--- src/csf_pkg.sv ---
package csf_pkg;

  localparam logic [7:0] CH_COMMA = 8'h2C;
  localparam logic [7:0] CH_QUOTE = 8'h22;
  localparam logic [7:0] CH_DOT   = 8'h2E;
  localparam logic [7:0] CH_ZERO  = 8'h30;
  localparam logic [7:0] CH_NINE  = 8'h39;

  localparam int QUEUE_AW    = 2;
  localparam int QUEUE_DEPTH = 1 << QUEUE_AW;

  localparam logic [2:0] ERR_NONE      = 3'd0;
  localparam logic [2:0] ERR_TRAILING  = 3'd1;
  localparam logic [2:0] ERR_MISPLACED = 3'd2;
  localparam logic [2:0] ERR_AFTER_QT  = 3'd3;
  localparam logic [2:0] ERR_UNTERM    = 3'd4;
  localparam logic [2:0] ERR_COLCOUNT  = 3'd5;

  localparam logic [1:0] KIND_STRING = 2'd0;
  localparam logic [1:0] KIND_INT    = 2'd1;
  localparam logic [1:0] KIND_FLOAT  = 2'd2;

  typedef enum logic [2:0] {
    CC_OTHER,
    CC_DIGIT,
    CC_DOT,
    CC_COMMA,
    CC_QUOTE,
    CC_EOL
  } char_class_t;

  typedef enum logic [1:0] {
    MODE_START,
    MODE_PLAIN,
    MODE_QUOTED,
    MODE_QUOTE_SEEN
  } parse_mode_t;

  typedef struct packed {
    logic       req_type;
    logic [7:0] char_byte;
  } in_word_t;

  typedef struct packed {
    logic [7:0] out_byte;
    logic       byte_valid;
    logic       field_end;
    logic [9:0] field_index;
    logic [1:0] field_kind;
    logic       row_end;
    logic [2:0] error_code;
  } out_word_t;

  typedef struct packed {
    char_class_t cls;
    logic [7:0]  char_byte;
  } q_entry_t;

  typedef struct packed {
    logic     push;
    q_entry_t entry;
  } q_write_t;

endpackage

--- src/csv_field_splitter_core.sv ---
// channel  dir  handshake             payload
// in_      in   in_valid / in_stall   csf_pkg::in_word_t  (req_type, char_byte)
// out_     out  out_valid / out_stall csf_pkg::out_word_t (byte, field end, row end, error)
// cfg_     in   cfg_we                cfg_wdata expected_columns, 11 bits
// one word per cycle sustained unless out_stall holds a result; parser state updates once per popped word
// with an empty queue an accepted word goes through a queue entry, then the result register
// a 4-entry queue sits between classifier and parser, in_stall rises only when full
// out_stall with a valid result holds the result register and stops the parser; input keeps filling the queue
// synchronous active-low reset clears parser state, queue and expected_columns
module csv_field_splitter_core #(
  parameter int MAX_COLUMNS = 1024
) (
  input  logic               clk,
  input  logic               rst_n,
  input  logic               in_valid,
  output logic               in_stall,
  input  csf_pkg::in_word_t  in_word,
  output logic               out_valid,
  input  logic               out_stall,
  output csf_pkg::out_word_t out_word,
  input  logic               cfg_we,
  input  logic [10:0]        cfg_wdata
);

  csf_pkg::q_write_t q_wr;
  csf_pkg::q_entry_t q_head;
  logic              q_full;
  logic              q_valid;
  logic              pop;

  csf_front u_front (
    .in_valid (in_valid),
    .in_word  (in_word),
    .q_full   (q_full),
    .in_stall (in_stall),
    .q_wr     (q_wr)
  );

  csf_queue u_queue (
    .clk     (clk),
    .rst_n   (rst_n),
    .q_wr    (q_wr),
    .pop     (pop),
    .q_full  (q_full),
    .q_valid (q_valid),
    .q_head  (q_head)
  );

  csf_back #(
    .MAX_COLUMNS (MAX_COLUMNS)
  ) u_back (
    .clk       (clk),
    .rst_n     (rst_n),
    .cfg_we    (cfg_we),
    .cfg_wdata (cfg_wdata),
    .q_valid   (q_valid),
    .q_head    (q_head),
    .pop       (pop),
    .out_valid (out_valid),
    .out_stall (out_stall),
    .out_word  (out_word)
  );

endmodule

--- src/csf_front.sv ---
module csf_front (
  input  logic              in_valid,
  input  csf_pkg::in_word_t in_word,
  input  logic              q_full,
  output logic              in_stall,
  output csf_pkg::q_write_t q_wr
);

  csf_pkg::char_class_t cls;

  always_comb begin
    if (in_word.req_type) begin
      cls = csf_pkg::CC_EOL;
    end else if (in_word.char_byte inside {[csf_pkg::CH_ZERO:csf_pkg::CH_NINE]}) begin
      cls = csf_pkg::CC_DIGIT;
    end else begin
      case (in_word.char_byte)
        csf_pkg::CH_DOT:   cls = csf_pkg::CC_DOT;
        csf_pkg::CH_COMMA: cls = csf_pkg::CC_COMMA;
        csf_pkg::CH_QUOTE: cls = csf_pkg::CC_QUOTE;
        default:           cls = csf_pkg::CC_OTHER;
      endcase
    end
  end

  assign in_stall             = q_full;
  assign q_wr.push            = in_valid && !q_full;
  assign q_wr.entry.cls       = cls;
  assign q_wr.entry.char_byte = in_word.char_byte;

endmodule

--- src/csf_queue.sv ---
module csf_queue (
  input  logic              clk,
  input  logic              rst_n,
  input  csf_pkg::q_write_t q_wr,
  input  logic              pop,
  output logic              q_full,
  output logic              q_valid,
  output csf_pkg::q_entry_t q_head
);

  localparam int CW = csf_pkg::QUEUE_AW + 1;

  csf_pkg::q_entry_t                mem_r [csf_pkg::QUEUE_DEPTH];
  logic [csf_pkg::QUEUE_AW-1:0]     wr_ptr_r, wr_ptr_nxt;
  logic [csf_pkg::QUEUE_AW-1:0]     rd_ptr_r, rd_ptr_nxt;
  logic [CW-1:0]                    count_r, count_nxt;
  logic                             do_pop;

  assign q_full  = (count_r == CW'(csf_pkg::QUEUE_DEPTH));
  assign q_valid = (count_r != '0);
  assign q_head  = mem_r[rd_ptr_r];
  assign do_pop  = pop && q_valid;

  always_comb begin
    wr_ptr_nxt = q_wr.push ? wr_ptr_r + 1'b1 : wr_ptr_r;
    rd_ptr_nxt = do_pop ? rd_ptr_r + 1'b1 : rd_ptr_r;
    count_nxt  = count_r + CW'(q_wr.push) - CW'(do_pop);
  end

  always_ff @(posedge clk) begin
    if (!rst_n) begin
      wr_ptr_r <= '0;
      rd_ptr_r <= '0;
      count_r  <= '0;
    end else begin
      wr_ptr_r <= wr_ptr_nxt;
      rd_ptr_r <= rd_ptr_nxt;
      count_r  <= count_nxt;
    end
  end

  always_ff @(posedge clk) begin
    if (q_wr.push) begin
      mem_r[wr_ptr_r] <= q_wr.entry;
    end
  end

  a_count_range: assert property (@(posedge clk) disable iff (!rst_n)
    count_r <= CW'(csf_pkg::QUEUE_DEPTH))
    else $error("queue count out of range");

  a_no_push_full: assert property (@(posedge clk) disable iff (!rst_n)
    q_full |-> !q_wr.push)
    else $error("queue written while full");

  a_ptr_gap: assert property (@(posedge clk) disable iff (!rst_n)
    (count_r != CW'(csf_pkg::QUEUE_DEPTH)) |->
      ((wr_ptr_r - rd_ptr_r) == count_r[csf_pkg::QUEUE_AW-1:0]))
    else $error("queue pointers disagree with count");

endmodule

--- src/csf_back.sv ---
module csf_back #(
  parameter int MAX_COLUMNS = 1024
) (
  input  logic               clk,
  input  logic               rst_n,
  input  logic               cfg_we,
  input  logic [10:0]        cfg_wdata,
  input  logic               q_valid,
  input  csf_pkg::q_entry_t  q_head,
  output logic               pop,
  output logic               out_valid,
  input  logic               out_stall,
  output csf_pkg::out_word_t out_word
);

  localparam int IDX_CAP = (MAX_COLUMNS - 1 < 1023) ? MAX_COLUMNS - 1 : 1023;

  csf_pkg::parse_mode_t mode_r, mode_nxt;
  logic                 prev_comma_r, prev_comma_nxt;
  logic [10:0]          fields_r, fields_nxt;
  logic                 dot_r, dot_nxt;
  logic                 nonnum_r, nonnum_nxt;
  logic                 has_r, has_nxt;
  logic                 skip_r, skip_nxt;
  logic [10:0]          expected_r;

  logic                 out_valid_r;
  csf_pkg::out_word_t   out_word_r;
  csf_pkg::out_word_t   res;
  logic                 res_valid;

  logic                 advance;
  logic                 is_eol, is_comma, is_quote, is_dot, is_num;
  logic [10:0]          fields_inc;
  logic [9:0]           cur_index;
  logic [1:0]           cur_kind;
  logic                 bad_now, bad_after;

  assign advance   = !out_valid_r || !out_stall;
  assign pop       = q_valid && advance;

  assign is_eol    = (q_head.cls == csf_pkg::CC_EOL);
  assign is_comma  = (q_head.cls == csf_pkg::CC_COMMA);
  assign is_quote  = (q_head.cls == csf_pkg::CC_QUOTE);
  assign is_dot    = (q_head.cls == csf_pkg::CC_DOT);
  assign is_num    = (q_head.cls == csf_pkg::CC_DIGIT) || is_dot;

  assign fields_inc = (fields_r != 11'h7FF) ? fields_r + 11'd1 : fields_r;
  assign cur_index  = (fields_r > 11'(IDX_CAP)) ? 10'(IDX_CAP) : fields_r[9:0];
  assign cur_kind   = (!has_r || nonnum_r) ? csf_pkg::KIND_STRING :
                      (dot_r ? csf_pkg::KIND_FLOAT : csf_pkg::KIND_INT);
  assign bad_now    = (expected_r != '0) && (fields_r != expected_r);
  assign bad_after  = (expected_r != '0) && (fields_inc != expected_r);

  // next state
  always_comb begin
    mode_nxt       = mode_r;
    prev_comma_nxt = prev_comma_r;
    fields_nxt     = fields_r;
    dot_nxt        = dot_r;
    nonnum_nxt     = nonnum_r;
    has_nxt        = has_r;
    skip_nxt       = skip_r;
    if (pop) begin
      if (skip_r || is_eol) begin
        if (is_eol) begin
          skip_nxt       = 1'b0;
          mode_nxt       = csf_pkg::MODE_START;
          prev_comma_nxt = 1'b0;
          fields_nxt     = '0;
          dot_nxt        = 1'b0;
          nonnum_nxt     = 1'b0;
          has_nxt        = 1'b0;
        end
      end else begin
        case (mode_r)
          csf_pkg::MODE_PLAIN: begin
            if (is_comma) begin
              fields_nxt     = fields_inc;
              dot_nxt        = 1'b0;
              nonnum_nxt     = 1'b0;
              has_nxt        = 1'b0;
              prev_comma_nxt = 1'b1;
              mode_nxt       = csf_pkg::MODE_START;
            end else if (is_quote) begin
              skip_nxt = 1'b1;
            end else begin
              has_nxt    = 1'b1;
              dot_nxt    = dot_r || is_dot;
              nonnum_nxt = nonnum_r || !is_num;
            end
          end
          csf_pkg::MODE_QUOTED: begin
            if (is_quote) begin
              mode_nxt = csf_pkg::MODE_QUOTE_SEEN;
            end else begin
              has_nxt    = 1'b1;
              dot_nxt    = dot_r || is_dot;
              nonnum_nxt = nonnum_r || !is_num;
            end
          end
          csf_pkg::MODE_QUOTE_SEEN: begin
            if (is_quote) begin
              has_nxt    = 1'b1;
              nonnum_nxt = 1'b1;
              mode_nxt   = csf_pkg::MODE_QUOTED;
            end else if (is_comma) begin
              fields_nxt     = fields_inc;
              dot_nxt        = 1'b0;
              nonnum_nxt     = 1'b0;
              has_nxt        = 1'b0;
              prev_comma_nxt = 1'b1;
              mode_nxt       = csf_pkg::MODE_START;
            end else begin
              skip_nxt = 1'b1;
            end
          end
          default: begin
            if (is_comma) begin
              fields_nxt     = fields_inc;
              dot_nxt        = 1'b0;
              nonnum_nxt     = 1'b0;
              has_nxt        = 1'b0;
              prev_comma_nxt = 1'b1;
            end else if (is_quote) begin
              prev_comma_nxt = 1'b0;
              dot_nxt        = 1'b0;
              nonnum_nxt     = 1'b0;
              has_nxt        = 1'b0;
              mode_nxt       = csf_pkg::MODE_QUOTED;
            end else begin
              prev_comma_nxt = 1'b0;
              dot_nxt        = is_dot;
              nonnum_nxt     = !is_num;
              has_nxt        = 1'b1;
              mode_nxt       = csf_pkg::MODE_PLAIN;
            end
          end
        endcase
      end
    end
  end

  // result word
  always_comb begin
    res       = '0;
    res_valid = 1'b0;
    if (!skip_r) begin
      if (is_eol) begin
        res_valid = 1'b1;
        case (mode_r)
          csf_pkg::MODE_QUOTED: begin
            res.error_code = csf_pkg::ERR_UNTERM;
          end
          csf_pkg::MODE_PLAIN, csf_pkg::MODE_QUOTE_SEEN: begin
            res.field_end   = 1'b1;
            res.field_index = cur_index;
            res.field_kind  = cur_kind;
            if (bad_after) begin
              res.error_code = csf_pkg::ERR_COLCOUNT;
            end else begin
              res.row_end = 1'b1;
            end
          end
          default: begin
            if (prev_comma_r) begin
              res.error_code = csf_pkg::ERR_TRAILING;
            end else if (bad_now) begin
              res.error_code = csf_pkg::ERR_COLCOUNT;
            end else begin
              res.row_end = 1'b1;
            end
          end
        endcase
      end else begin
        case (mode_r)
          csf_pkg::MODE_PLAIN: begin
            res_valid = 1'b1;
            if (is_comma) begin
              res.field_end   = 1'b1;
              res.field_index = cur_index;
              res.field_kind  = cur_kind;
            end else if (is_quote) begin
              res.error_code = csf_pkg::ERR_MISPLACED;
            end else begin
              res.out_byte   = q_head.char_byte;
              res.byte_valid = 1'b1;
            end
          end
          csf_pkg::MODE_QUOTED: begin
            if (!is_quote) begin
              res_valid      = 1'b1;
              res.out_byte   = q_head.char_byte;
              res.byte_valid = 1'b1;
            end
          end
          csf_pkg::MODE_QUOTE_SEEN: begin
            res_valid = 1'b1;
            if (is_quote) begin
              res.out_byte   = q_head.char_byte;
              res.byte_valid = 1'b1;
            end else if (is_comma) begin
              res.field_end   = 1'b1;
              res.field_index = cur_index;
              res.field_kind  = cur_kind;
            end else begin
              res.error_code = csf_pkg::ERR_AFTER_QT;
            end
          end
          default: begin
            if (is_comma) begin
              res_valid       = 1'b1;
              res.field_end   = 1'b1;
              res.field_index = cur_index;
              res.field_kind  = cur_kind;
            end else if (!is_quote) begin
              res_valid      = 1'b1;
              res.out_byte   = q_head.char_byte;
              res.byte_valid = 1'b1;
            end
          end
        endcase
      end
    end
  end

  always_ff @(posedge clk) begin
    if (!rst_n) begin
      mode_r       <= csf_pkg::MODE_START;
      prev_comma_r <= 1'b0;
      fields_r     <= '0;
      dot_r        <= 1'b0;
      nonnum_r     <= 1'b0;
      has_r        <= 1'b0;
      skip_r       <= 1'b0;
      expected_r   <= '0;
      out_valid_r  <= 1'b0;
    end else begin
      mode_r       <= mode_nxt;
      prev_comma_r <= prev_comma_nxt;
      fields_r     <= fields_nxt;
      dot_r        <= dot_nxt;
      nonnum_r     <= nonnum_nxt;
      has_r        <= has_nxt;
      skip_r       <= skip_nxt;
      if (cfg_we) begin
        expected_r <= cfg_wdata;
      end
      if (advance) begin
        out_valid_r <= pop && res_valid;
      end
    end
  end

  always_ff @(posedge clk) begin
    if (pop && res_valid) begin
      out_word_r <= res;
    end
  end

  assign out_valid = out_valid_r;
  assign out_word  = out_word_r;

  a_comma_in_start: assert property (@(posedge clk) disable iff (!rst_n)
    prev_comma_r |-> (mode_r == csf_pkg::MODE_START))
    else $error("comma flag set outside field start");

  a_end_err: assert property (@(posedge clk) disable iff (!rst_n)
    (out_valid_r && out_word_r.field_end) |->
      (out_word_r.error_code == csf_pkg::ERR_NONE ||
       out_word_r.error_code == csf_pkg::ERR_COLCOUNT))
    else $error("field end with parse error");

  a_row_clean: assert property (@(posedge clk) disable iff (!rst_n)
    (out_valid_r && out_word_r.row_end) |->
      (out_word_r.error_code == csf_pkg::ERR_NONE && !out_word_r.byte_valid))
    else $error("row end with error or byte");

  a_skip_silent: assert property (@(posedge clk) disable iff (!rst_n)
    (pop && skip_r) |=> (out_valid_r == $past(out_valid_r && out_stall)))
    else $error("result produced while skipping");

endmodule

--- config.mk ---
export PLATFORM = sky130hd
export DESIGN_NAME = csv_field_splitter_core
export DESIGN_NICKNAME = d
export VERILOG_FILES = /design/src/csf_pkg.sv /design/src/csv_field_splitter_core.sv /design/src/csf_front.sv /design/src/csf_queue.sv /design/src/csf_back.sv
export SDC_FILE = /design/constraint.sdc
export NUM_CORES = 1
export LEC_CHECK = 0
export BUFFER_PORTS_ARGS = -buffer_cell sky130_fd_sc_hd__clkbuf_2
export CAP_MARGIN = 25
export CELL_PAD_IN_SITES_DETAIL_PLACEMENT = 1
export CELL_PAD_IN_SITES_GLOBAL_PLACEMENT = 1
export CORE_MARGIN = 1.5
export CORE_UTILIZATION = 45
export CTS_CLUSTER_SIZE = 14
export DETAILED_ROUTE_END_ITERATION = 16
export GPL_TIMING_DRIVEN = 0
export PLACE_DENSITY = 0.85
export SYNTH_ARGS = -nofsm -noshare
export SYNTH_HDL_FRONTEND = slang
export SYNTH_HIERARCHICAL = 1
export SYNTH_SLANG_ARGS = --single-unit
export TNS_END_PERCENT = 20
--- constraint.sdc ---
create_clock -name clk -period 5.1 [get_ports clk]
set_input_delay 0.765 -clock clk [delete_from_list [all_inputs] [get_ports clk]]
set_output_delay 0.765 -clock clk [all_outputs]
set_load 0.05 [all_outputs]
== Word level (Yosys, flattened, before mapping) ==
Memory sizes are Yosys's and may differ from the RTL's. A register that Yosys moved wholly into a read port is not among the register bits.
Cells that the tools add are included.

* Eq/ne operators: 25
* Magnitude comparators: 3
* Add/subtract/negate cells: 5
* Bitwise gates (word level): 1
* Reduce and logical (&&, ||, !) cells: 29
* Multiplexer cells: 84

{| class="wikitable"
|+ Operator list
! kind !! count
|-
| $mux 11 || 5
|-
| $mux 13 || 4
|-
| $mux 1 || 36
|-
| $mux 9 || 3
|-
| $mux 2 || 13
|-
| $pmux 13 s2 || 1
|-
| $eq 8x6->1 const B || 3
|-
| $mux 3 || 8
|-
| $ne 11x11->1 || 2
|-
| $pmux 11 s2 || 1
|-
| $pmux 9 s2 || 1
|-
| $pmux 1 s3 || 4
|-
| $pmux 3 s2 || 2
|-
| $reduce_and 4->1 || 3
|-
| $add 11x1->11 const B || 1
|-
| $gt 11x10->1 const B || 1
|-
| $ne 11x11->1 const B || 1
|-
| $reduce_bool 11->1 || 1
|-
| $mux 10 || 1
|-
| $eq 3x3->1 const B || 3
|-
| $ne 3x1->1 const B || 3
|-
| $ne 3x3->1 const B || 3
|-
| $pmux 3 s3 || 1
|-
| $ge 8x6->1 const B || 1
|-
| 21 further kinds || 45
|}

* Word-level logic and storage cells: 167
* Output and inout port bits: 28
* Memories: 1
* Flip-flop bits (word level): 63
* Bits of input ports: 25
* RAM bits: 44

{| class="wikitable"
|+ Memory list
! name !! depth !! width !! rd ports !! clocked after Yosys merged registers in !! wr ports !! RTL line !! text
|-
| u_queue.mem_r || 4 || 11 || 1 || 1 || 1 || csf_queue.sv:13 || <nowiki>csf_pkg::q_entry_t mem_r [csf_pkg::QUEUE_DEPTH];</nowiki>
|}

== Longest topological paths before layout ==
* Depth after elaboration: 8
* Depth in mapped cells: 10
* Depth with buffers taken out: 10

== By module ==
Netlist, hierarchy kept.

{| class="wikitable"
|+ By module, submodules not included
! module !! sequential area each (µm²) !! instances !! cells an instance !! area an instance (µm²)
|-
| csf_back || 1381.3 || 1 || 323 || 3062.9
|-
| csf_queue || 1501.4 || 1 || 102 || 2064.5
|-
| csf_front || 0.0 || 1 || 21 || 140.1
|}

== Worst setup path before layout ==
Ideal clock, no wire load.

* Kind: reg-to-reg
* From: register (tool-made name)
* To: register u_back.out_word_r (netlist bit u_back/out_word[0]), enable pin
* Stages on the path, launching flop included: 8
* Period minus slack after synthesis: 3.975 ns
* Required time: 4.656 ns
* Path buffers: 2
* Arrival: 3.531 ns
* Setup slack: 1.125 ns
* Setup time: 0.444 ns
* Cell sequence: dfxtp_1 > buf_6 > mux4_2 > clkbuf_1 > and2b_1 > nand2_1 > nor2_1 > nor3_1

{| class="wikitable"
|+ RTL lines
! element !! RTL line !! text
|-
| to (signal assigned) || csf_back.sv:257 || <nowiki>out_word_r <= res;</nowiki>
|-
| to (decl) || csf_back.sv:28 || <nowiki>csf_pkg::out_word_t out_word_r;</nowiki>
|}

==> metrics.cfg <==
[run_status]
status=finished clean

[drt]
drt_wl_total_um=12900
avgViaCountPerCell=5.68
drc=0
firstDrtPassIters=4
wl_per_cell_um=19.6
postRouteAntennaNets=0
drtIter0Drc=195
vias=3746

[global_routing]
grt_overflow=0
grt_max_degree=23
grt_pass1_wl_um=21000
grt_pass1_vias=3997
track_usage=0.218
antenna_found_initial=0

[timing]
finalCriticalPeriod_ns=3.38
slew_headroom=0.338
timing.final.hold_violations=0
rsz0062_at_grt=false
holdWs_ns=0.506
fin_tns_setup_ns=0
tightest_slew_ns=0.986
fin_skew_ns=0.0107
fmax_mhz=296
finalCritPeriodShare=0.662
final-max-slew-violation-count=0
finalSetupViolCount=0
setup_slack_ns=1.72

[hold_path]
hold_class=flop to flop
min_path_cells=2
hold_path_end=u_back/has_r
min-delay-start=u_back/has_r

[setup_path]
path_cells=buf_6 -> mux4_2 -> clkbuf_1 -> nand2b_1 -> o21ai_1 -> a21o_1 -> a211oi_1 -> nand4_1 -> xor2_1 -> nor2_1
end_kind=flop
r2r_cells=10
r2r_slack_ns=1.72
path_class=flop to flop
cp.arrival_ns=3.59
critical-path-top-delay-family=compound AO/OA/AOI/OAI gates
critPathRequiredTime_ns=5.31
crit_fanout=10
crit_slowest_cell=a211oi_1
path_buf_inv=2
startpoint_type=flop
r2r_end=u_back/fields_r[7]
cpPeakStageDelay_ns=0.78

[logic_synthesis]
synth_top_family_by_area=simple AND/OR/NAND/NOR gates
syn_nets=479
synth_compound_area_frac=0.0967
synthAdderAreaFrac=0.0223
avgSynthCellArea_um2=11.8
yosysSeqAreaShare=0.547
synthSimpleGateAreaFrac=0.154
async_flop_share=0
ys_ff_latch=109
synth-xor-area-share=0.0475
netlist_instances=446
yosysWarnings=6
synth_cell_types=69
yosys_most_used_dff=edfxtp_1
synth_area_um2=5270
synth-edff-count=70
synthMuxAreaShare=0.0898

[floorplan]
start_util=0.461
die_area_um2=12400
core-area_um2=11400
num_rows=39
die_width_um=111
die_y_um=111
io_pins=53

[power]
ir_worst_vdd_uv=404
p_leak_nw=2.28
cellPowerDensity_nw_per_um2=583

[finish]
num_antenna_cells=0
drive_above_1_share=0.215
seqCellArea_um2=2880
multiInputGateArea_um2=2170
fillers=1214
syn_to_final_growth_pct=14.8
final_util=0.530
stdcell_count=659
nets=544

[clock_tree]
cts_buffer_depth=2
postCtsSetupBuffers=0
root_buffer=clkbuf_16
h-tree-depth=3
cts_sinks=109
post_cts_resized=0
cts_tree=done
clkTransAtPathRegs_ns=0.08
hold_buffers=0
cts_buffers=9
clk_latency_ns=0.36

[flow_run]
maxCapViolations=0

[place]
place_ws_ns=1.80
numPortBuffers=52
numPlacedInstances=643
dp_hpwl_um=9480
place_congestion=0.910

kinds of logic after synthesis:
family / after synthesis
compound gates: 73
xor+xnor: 27
fa+ha+maj: 9
buf+inv: 44
flops: 109
mux: 33
simple gates: 151
worst register-to-register path, delay by kind of cell (launching register included):
kind,cells,cell delay [ns]
compound gates,3,1.18
buf+inv,2,0.41
xor+xnor,1,0.18
flops,1,0.39
simple gates,3,0.53
mux,1,0.54
synthesized netlist by cell type, types with 2 or more instances:
master,count,share of area
edfxtp_1,70,0.40
dfxtp_1,39,0.15
nand2_1,33,0.024
nor2_1,28,0.020
mux2i_1,21,0.040
nor2b_1,20,0.024
a21oi_1,19,0.018
and2_1,18,0.021
xnor2_1,16,0.027
buf_2,10,0.0095
buf_4,10,0.014
inv_1,10,0.0071
mux4_2,10,0.043
o21a_1,10,0.014
xor2_1,10,0.017
clkbuf_1,9,0.0064
nor3_1,8,0.0076
ha_1,7,0.017
nand2b_1,7,0.0083
nand3_1,7,0.0067
o21ai_0,7,0.0067
and3_1,6,0.0071
a32oi_1,5,0.0083
nand4_1,5,0.0059
nor4_1,4,0.0047
a211oi_1,3,0.0043
o21ai_1,3,0.0028
a21boi_1,2,0.0028
a21o_1,2,0.0028
a31oi_1,2,0.0024
a41o_1,2,0.0038
inv_2,2,0.0014
o221a_1,2,0.0043
o22ai_1,2,0.0024
o31ai_1,2,0.0028
or3_1,2,0.0024
routing by layer:
layer,vias up,track usage,wire length [um]
li1,1751,-,-
met1,1879,0.257,5220
met2,96,0.399,6930
met3,20,0.0344,483
met4,0,0.0810,257
met5,-,0,0
stage by stage:
stage               power [W]  cell area, um2
floorplan             0.00243            5270
finish                0.00352            6050
CTS                   0.00356            6050
global route          0.00371            6050
global placement      0.00272            5710
detailed placement    0.00283            5740
report_power, final:
group | total [W] | internal [W] | switching (W)
sequential | 0.00130 | 0.00120 | 0.000101
clock | 0.000712 | 0.000353 | 0.000359
combinational | 0.00151 | 0.000477 | 0.00103
total | 0.00352 | 0.00203 | 0.00149
sequential cells by signal (all words and copies together) (netlist names), named ones only:
register,flops
u_queue/rd_ptr_r,2
u_queue/wr_ptr_r,2
u_back/nonnum_r,1
u_back/has_r,1
u_back/out_valid,1
u_back/expected_r,11
u_back/mode_r,2
u_back/dot_r,1
u_back/fields_r,11
u_queue/mem_r,44
u_back/out_word,26
u_back/skip_r,1
u_queue/count_r,3
u_back/prev_comma_r,1
area by class of cell:
class,count,area share
inverters,13,0.00807
multi-input cells,293,0.358
clock inverters,7,0.0139
repair buffers,54,0.0474
plain buffers,31,0.0288
well taps,143,0.0296
flip-flops and latches,109,0.477
clock buffers,9,0.0372
layout by cell type (no fill, tap or decap), types with 9 or more instances in the layout:
cell,count
a21oi_1,19
and2_1,18
buf_2,10
buf_4,10
clkbuf_1,9
clkbuf_16,9
clkbuf_2,52
dfxtp_1,39
edfxtp_1,70
inv_1,10
mux2i_1,21
mux4_2,10
nand2_1,33
nor2_1,28
nor2b_1,20
o21a_1,10
xnor2_1,16
xor2_1,10
worst max-delay path by stage:
stage | startpoint | to | slack [ns] | cells past startpoint
2_1_floorplan | flop | u_back/out_word[0] | 1.13 | 7
3_3_place_gp | flop | u_back/out_word[10] | 0.06 | 7
3_5_place_dp | flop | u_back/fields_r[7] | 1.80 | 10
4_1_cts | flop | u_back/fields_r[7] | 1.75 | 10
5_1_grt | flop | u_back/fields_r[7] | 1.50 | 10
6_report | flop | u_back/fields_r[7] | 1.72 | 10
Note: power is estimated with default switching activity, not from simulation.
